## config.mk

```make
export PLATFORM = sky130hd
export DESIGN_NAME = acs_term
export DESIGN_NICKNAME = d
export VERILOG_FILES = /design/src/rtl/acs_pkg.sv /design/src/rtl/acs_term.sv
export SDC_FILE = /design/constraint.sdc
export NUM_CORES = 2
export LEC_CHECK = 0
export ABC_AREA = 1
export BUFFER_PORTS_ARGS = -buffer_cell sky130_fd_sc_hd__buf_2
export CAP_MARGIN = 20
export CELL_PAD_IN_SITES_DETAIL_PLACEMENT = 1
export CELL_PAD_IN_SITES_GLOBAL_PLACEMENT = 1
export CORE_MARGIN = 5
export CORE_UTILIZATION = 35
export CTS_BUF_LIST = sky130_fd_sc_hd__clkbuf_4 sky130_fd_sc_hd__clkbuf_8
export DETAILED_ROUTE_END_ITERATION = 8
export PLACE_DENSITY = 0.68
export SYNTH_ARGS = -nofsm -noshare
export SYNTH_HDL_FRONTEND = slang
export SYNTH_SLANG_ARGS = --single-unit
```

## constraint.sdc

```tcl
create_clock -name clock -period 8.1 [get_ports clock]
set_clock_uncertainty 0.1 [all_clocks]
set_input_delay 1.215 -clock clock [delete_from_list [all_inputs] [get_ports clock]]
set_output_delay 1.215 -clock clock [all_outputs]
set_load 0.005 [all_outputs]
```

## src/rtl/acs_pkg.sv

```systemverilog
`default_nettype none
package acs_pkg;

   localparam int unsigned SeriesTermsDefault = 11;
   localparam int unsigned XWidth = 32;
   localparam int unsigned QWidth = 31;
   localparam int unsigned AccWidth = 33;
   localparam int unsigned AngleWidth = 32;
   localparam int unsigned FracShift = 30;
   localparam int unsigned DivShift = 14;
   localparam logic [QWidth-1:0] HalfPiQ30 = 31'd1686629713;
   localparam logic [XWidth-1:0] OneQ16 = 32'd65536;

   typedef struct packed {
      logic neg;
      logic small_arg;
   } acs_meta_type;

endpackage
`default_nettype wire

```

## src/rtl/acs_term.sv

```systemverilog
`default_nettype none
module acs_term #(
   parameter int unsigned K = 0
) (
   input  wire logic                                clock,
   input  wire logic                                reset,
   input  wire logic                                in_valid,
   input  wire logic [acs_pkg::QWidth-1:0]          in_p,
   input  wire logic [acs_pkg::QWidth-1:0]          in_u2,
   input  wire logic signed [acs_pkg::AccWidth-1:0] in_acc,
   input  wire acs_pkg::acs_meta_type               in_meta,
   output logic                                     out_valid,
   output logic [acs_pkg::QWidth-1:0]               out_p,
   output logic [acs_pkg::QWidth-1:0]               out_u2,
   output logic signed [acs_pkg::AccWidth-1:0]      out_acc,
   output acs_pkg::acs_meta_type                    out_meta
);
   import acs_pkg::*;

   localparam logic [6:0]  Divisor = 7'(2 * K + 1);
   localparam logic [32:0] Recip = 33'((64'd1 << 32) / (2 * K + 1));

   logic                       a_valid_ff, b_valid_ff, c_valid_ff;
   logic [2*QWidth-1:0]        a_prod_ff;
   logic [QWidth+32:0]         a_recip_ff;
   logic [QWidth-1:0]          a_p_ff, a_u2_ff, b_p_ff, b_u2_ff, b_pn_ff, b_q0_ff;
   logic [QWidth-1:0]          c_pn_ff, c_u2_ff;
   logic signed [AccWidth-1:0] a_acc_ff, b_acc_ff, c_acc_ff;
   acs_meta_type               a_meta_ff, b_meta_ff, c_meta_ff;
   logic [QWidth+6:0]          back_in;
   logic [QWidth+6:0]          rem_in;
   logic [QWidth-1:0]          q_in;
   logic signed [AccWidth-1:0] acc_in;

   always_comb begin
      back_in = (QWidth + 7)'(b_q0_ff) * (QWidth + 7)'(Divisor);
      rem_in  = (QWidth + 7)'(b_p_ff) - back_in;
      q_in    = b_q0_ff + QWidth'(rem_in >= (QWidth + 7)'(Divisor));
      if (K % 2 == 0) begin
         acc_in = b_acc_ff + AccWidth'(signed'({1'b0, q_in}));
      end else begin
         acc_in = b_acc_ff - AccWidth'(signed'({1'b0, q_in}));
      end
   end

   always_ff @(posedge clock) begin
      if (reset) begin
         a_valid_ff <= 1'b0;
         b_valid_ff <= 1'b0;
         c_valid_ff <= 1'b0;
      end else begin
         a_valid_ff <= in_valid;
         b_valid_ff <= a_valid_ff;
         c_valid_ff <= b_valid_ff;
      end
      a_prod_ff  <= (2 * QWidth)'(in_p) * (2 * QWidth)'(in_u2);
      a_recip_ff <= (QWidth + 33)'(in_p) * (QWidth + 33)'(Recip);
      a_p_ff     <= in_p;
      a_u2_ff    <= in_u2;
      a_acc_ff   <= in_acc;
      a_meta_ff  <= in_meta;
      b_pn_ff    <= a_prod_ff[FracShift +: QWidth];
      b_q0_ff    <= a_recip_ff[32 +: QWidth];
      b_p_ff     <= a_p_ff;
      b_u2_ff    <= a_u2_ff;
      b_acc_ff   <= a_acc_ff;
      b_meta_ff  <= a_meta_ff;
      c_pn_ff    <= b_pn_ff;
      c_u2_ff    <= b_u2_ff;
      c_acc_ff   <= acc_in;
      c_meta_ff  <= b_meta_ff;
   end

   assign out_valid = c_valid_ff;
   assign out_p     = c_pn_ff;
   assign out_u2    = c_u2_ff;
   assign out_acc   = c_acc_ff;
   assign out_meta  = c_meta_ff;

endmodule
`default_nettype wire

```

==> run metrics <==
buffers from clock root to sink, at most=3; count of H-tree levels built during CTS=3; Resized cells post-CTS=0; Routed wire per std cell=19.02 um; setup repair after global routing missed its margin=no; Crit. End Element=flip-flop; area share of fa/ha/maj cells after synthesis=0.4865; total buffers and inverters traversed by the critical path=9; number of I/O pins=198; logic depth of the worst path, buffers included=27; layout cell share with drive strength beyond 1=0.1110; Multi-input gate area=0.02816 mm2; type of element launching the critical path=input pin; count of warnings emitted by yosys=0; vias per cell=4.639; source-to-sink clock delay at the later pin of the worst-skew pair=840 ps; number of setup violations in the final report=0; number of global-route vias before repair=37,430; share of the synthesized area in compound gates (AO/OA/AOI/OAI)=0.03191; Site Rows=126; final hold violations=0; initial core utilization=0.3522; global route overflow=0; most prevalent standard cell on the critical path=sky130_fd_sc_hd__fa_1; capturing element of the worst setup path=a_prod_ff[42]$_DFF_P_; post-route non-filler standard cell count=6,930; Cells after DPL=6,799; post-route antenna net violation count=0; Arrival @ worst endpoint=8010 ps; final wirelength=131.8 mm; Hold/Removal Path Class=reg -> reg; peak per-stage delay on the critical path=550 ps; final RePlAce weighted congestion=0.9083; Highest Clock Rate=0.1332 GHz; worst slack, placed=-165.2 ps; Critical R2R Launch=b_acc_ff[0]$_DFF_P_; WHS Path Cells=0; iteration-0 DRC count of the detailed router=1,346; total negative slack=0 ps; clock transition time at the flip-flop clock pins of the worst setup and hold paths=60 ps; number of maximum-capacitance constraint violations=0; number of clock sinks=356; die boundary width=354.5 um; slowest cell on the critical path=sky130_fd_sc_hd__fa_1; HPWL after detailed placement=114.0 mm; number of hold buffers added after CTS=0; commonest cells after routing, fill and taps aside=1,469 x sky130_fd_sc_hd__inv_1, 1,328 x sky130_fd_sc_hd__nand2_1, 836 x sky130_fd_sc_hd__fa_1; maximum number of pins on one net before global-route repair=33; total CTS buffers=71; Layout Area Growth over Synthesis=14.10%; share of synthesized area spent on multiplexers=0; net count after synthesis=6,231; number of antenna violations at the first check in global routing=2; wire length of the first global-routing pass=212.3 mm; Register-to-Register Path Depth=9; first-pass iteration count of the detailed router=5; clock tree root buffer cell=sky130_fd_sc_hd__clkbuf_8; proportion of synthesized chip area in sequential cells=0.1716; Synth Area in XOR/XNOR=0.007803; final worst path period need=7505 ps; post-route worst setup slack=595.3 ps; TritonCTS clock tree=built; count of unresolved DRC violations after routing=0; Avg Inst Size Synth=8.276 um2; type of the worst setup path=in -> reg; Die Height=354.5 um; Die Outline Area=0.1256 mm2; fillers=14,170; largest family of logic cells by synthesized area=adder cells; family with the most delay on the worst path=adder cells; overall via count from detail_route=32,150; Worst setup startpoint=in_p[10]; max_slew headroom=0.5545; final layout net count=6,549; internal reg-to-reg setup slack=5660 ps; status=completed; Sequential cell area=0.007127 mm2; overall fraction of global-route tracks in use=0.2171; core footprint=0.1179 mm2; WP data required=8610 ps; pin slew with the least headroom to its limit=668.2 ps; cell area after synthesis=0.04153 mm2; Synth Area in Simple Gates=0.1518; worst-path fanout max=11; instance count of the mapped netlist=5,018; count of different cell masters after synthesis=33; number of setup buffers added after CTS=0; register bit total from synthesis=356; most common cell after layout, fill and taps aside=sky130_fd_sc_hd__inv_1; Port Buffers=197; ratio of final minimum period to clock period=0.9265; FF-to-FF End=out_acc[28]$_DFF_P_; Final Max Tran Viols=0
==> worst min-delay path by stage <==
stage               slack, ps              startpoint             endpoint
floorplan                 210     a_acc_ff[0]$_DFF_P_  b_acc_ff[0]$_DFF_P_
global placement          210  a_recip_ff[44]$_DFF_P_  b_q0_ff[12]$_DFF_P_
detailed placement        210      a_u2_ff[2]$_DFF_P_   b_u2_ff[2]$_DFF_P_
CTS                       140  a_recip_ff[43]$_DFF_P_  b_q0_ff[11]$_DFF_P_
global route              140  a_recip_ff[43]$_DFF_P_  b_q0_ff[11]$_DFF_P_
finish                    160     b_pn_ff[29]$_DFF_P_    out_p[29]$_DFF_P_
==> kinds of logic (layout without fill, tap and decap cells) <==
kind of cell | count (synthesis) | after routing
compound gates | 245 | 245
simple gates | 1603 | 1603
xor+xnor | 37 | 37
other cells | 0 | 8
flops | 356 | 356
fa+ha+maj | 1113 | 1113
buf+inv | 1664 | 2032
==> Yosys cell counts <==
cell type	n	share of area
sky130_fd_sc_hd__a21o_1	11	0.0020
sky130_fd_sc_hd__a21oi_1	129	0.016
sky130_fd_sc_hd__a22oi_1	1	0.00018
sky130_fd_sc_hd__a31oi_1	4	0.00060
sky130_fd_sc_hd__and3_1	1	0.00015
sky130_fd_sc_hd__buf_1	2	0.00018
sky130_fd_sc_hd__clkbuf_1	184	0.017
sky130_fd_sc_hd__dfxtp_1	356	0.17
sky130_fd_sc_hd__fa_1	836	0.40
sky130_fd_sc_hd__ha_1	277	0.083
sky130_fd_sc_hd__inv_1	1469	0.13
sky130_fd_sc_hd__inv_2	9	0.00081
sky130_fd_sc_hd__nand2_1	1328	0.12
sky130_fd_sc_hd__nand2_2	8	0.0012
sky130_fd_sc_hd__nand3_1	69	0.0083
sky130_fd_sc_hd__nand3b_1	1	0.00018
sky130_fd_sc_hd__nand4_1	18	0.0027
sky130_fd_sc_hd__nor2_1	142	0.013
sky130_fd_sc_hd__nor2_2	15	0.0023
sky130_fd_sc_hd__nor2_4	1	0.00027
sky130_fd_sc_hd__nor3_1	10	0.0012
sky130_fd_sc_hd__nor3_2	2	0.00048
sky130_fd_sc_hd__nor4_1	2	0.00030
sky130_fd_sc_hd__nor4_2	4	0.0012
sky130_fd_sc_hd__nor4_4	1	0.00051
sky130_fd_sc_hd__o21a_1	6	0.0011
sky130_fd_sc_hd__o21ai_0	68	0.0082
sky130_fd_sc_hd__o21ai_1	8	0.00096
sky130_fd_sc_hd__o21ai_2	3	0.00063
sky130_fd_sc_hd__o21bai_1	15	0.0027
sky130_fd_sc_hd__or2_2	1	0.00015
sky130_fd_sc_hd__xnor2_1	8	0.0017
sky130_fd_sc_hd__xor2_1	29	0.0061
==> layout make-up <==
cell class,count,share of cell area
Antenna cell,8,0.0004225
Clock buffer,95,0.02561
Clock inverter,28,0.006681
Inverter,1478,0.1171
Multi-Input combinational cell,2998,0.5942
Sequential cell,356,0.1504
Tap cell,1536,0.04056
Timing Repair Buffer,431,0.06501
==> layer usage <==
layer	up-vias	wire length [um]	global-route usage
met1	16560	56990	0.2763
met4	2	3941	0.06282
met5	-	12	0
met3	201	5614	0.03566
li1	14780	-	-
met2	605	65270	0.3814
==> metrics by stage <==
stage            util  cell area (um2)  hold slack [ps]
2_1_floorplan       -            41530            209.6
3_3_place_gp   0.3887            45830            209.7
3_5_place_dp   0.3887            45830            213.2
4_1_cts        0.4016            47360            135.9
5_1_grt        0.4017            47370            138.9
6_report       0.4018            47380            158.9
==> worst register-to-register path, stage by stage (launching register included) <==
cell                       delay [ps]
sky130_fd_sc_hd__dfxtp_1          320
sky130_fd_sc_hd__ha_1             170
sky130_fd_sc_hd__inv_1             60
sky130_fd_sc_hd__fa_1             420
sky130_fd_sc_hd__o21ai_2          240
sky130_fd_sc_hd__a21oi_1          200
sky130_fd_sc_hd__o21bai_1         430
sky130_fd_sc_hd__nand4_1          210
sky130_fd_sc_hd__nand3_1          110
sky130_fd_sc_hd__nand2_1           70
==> sequential cells by signal, indices dropped and copies added, names as in the netlist, 2 cells and up <==
register,count
b_acc_ff,33
a_u2_ff,31
a_acc_ff,33
out_p,31
out_meta,2
a_meta_ff,2
b_pn_ff,31
b_q0_ff,31
a_recip_ff,31
out_u2,31
out_acc,33
b_meta_ff,2
b_u2_ff,31
a_prod_ff,31
Power is left out: the tool's default activity adds up to more than one toggle a clock period on the data nets, which glitch-free logic cannot reach.
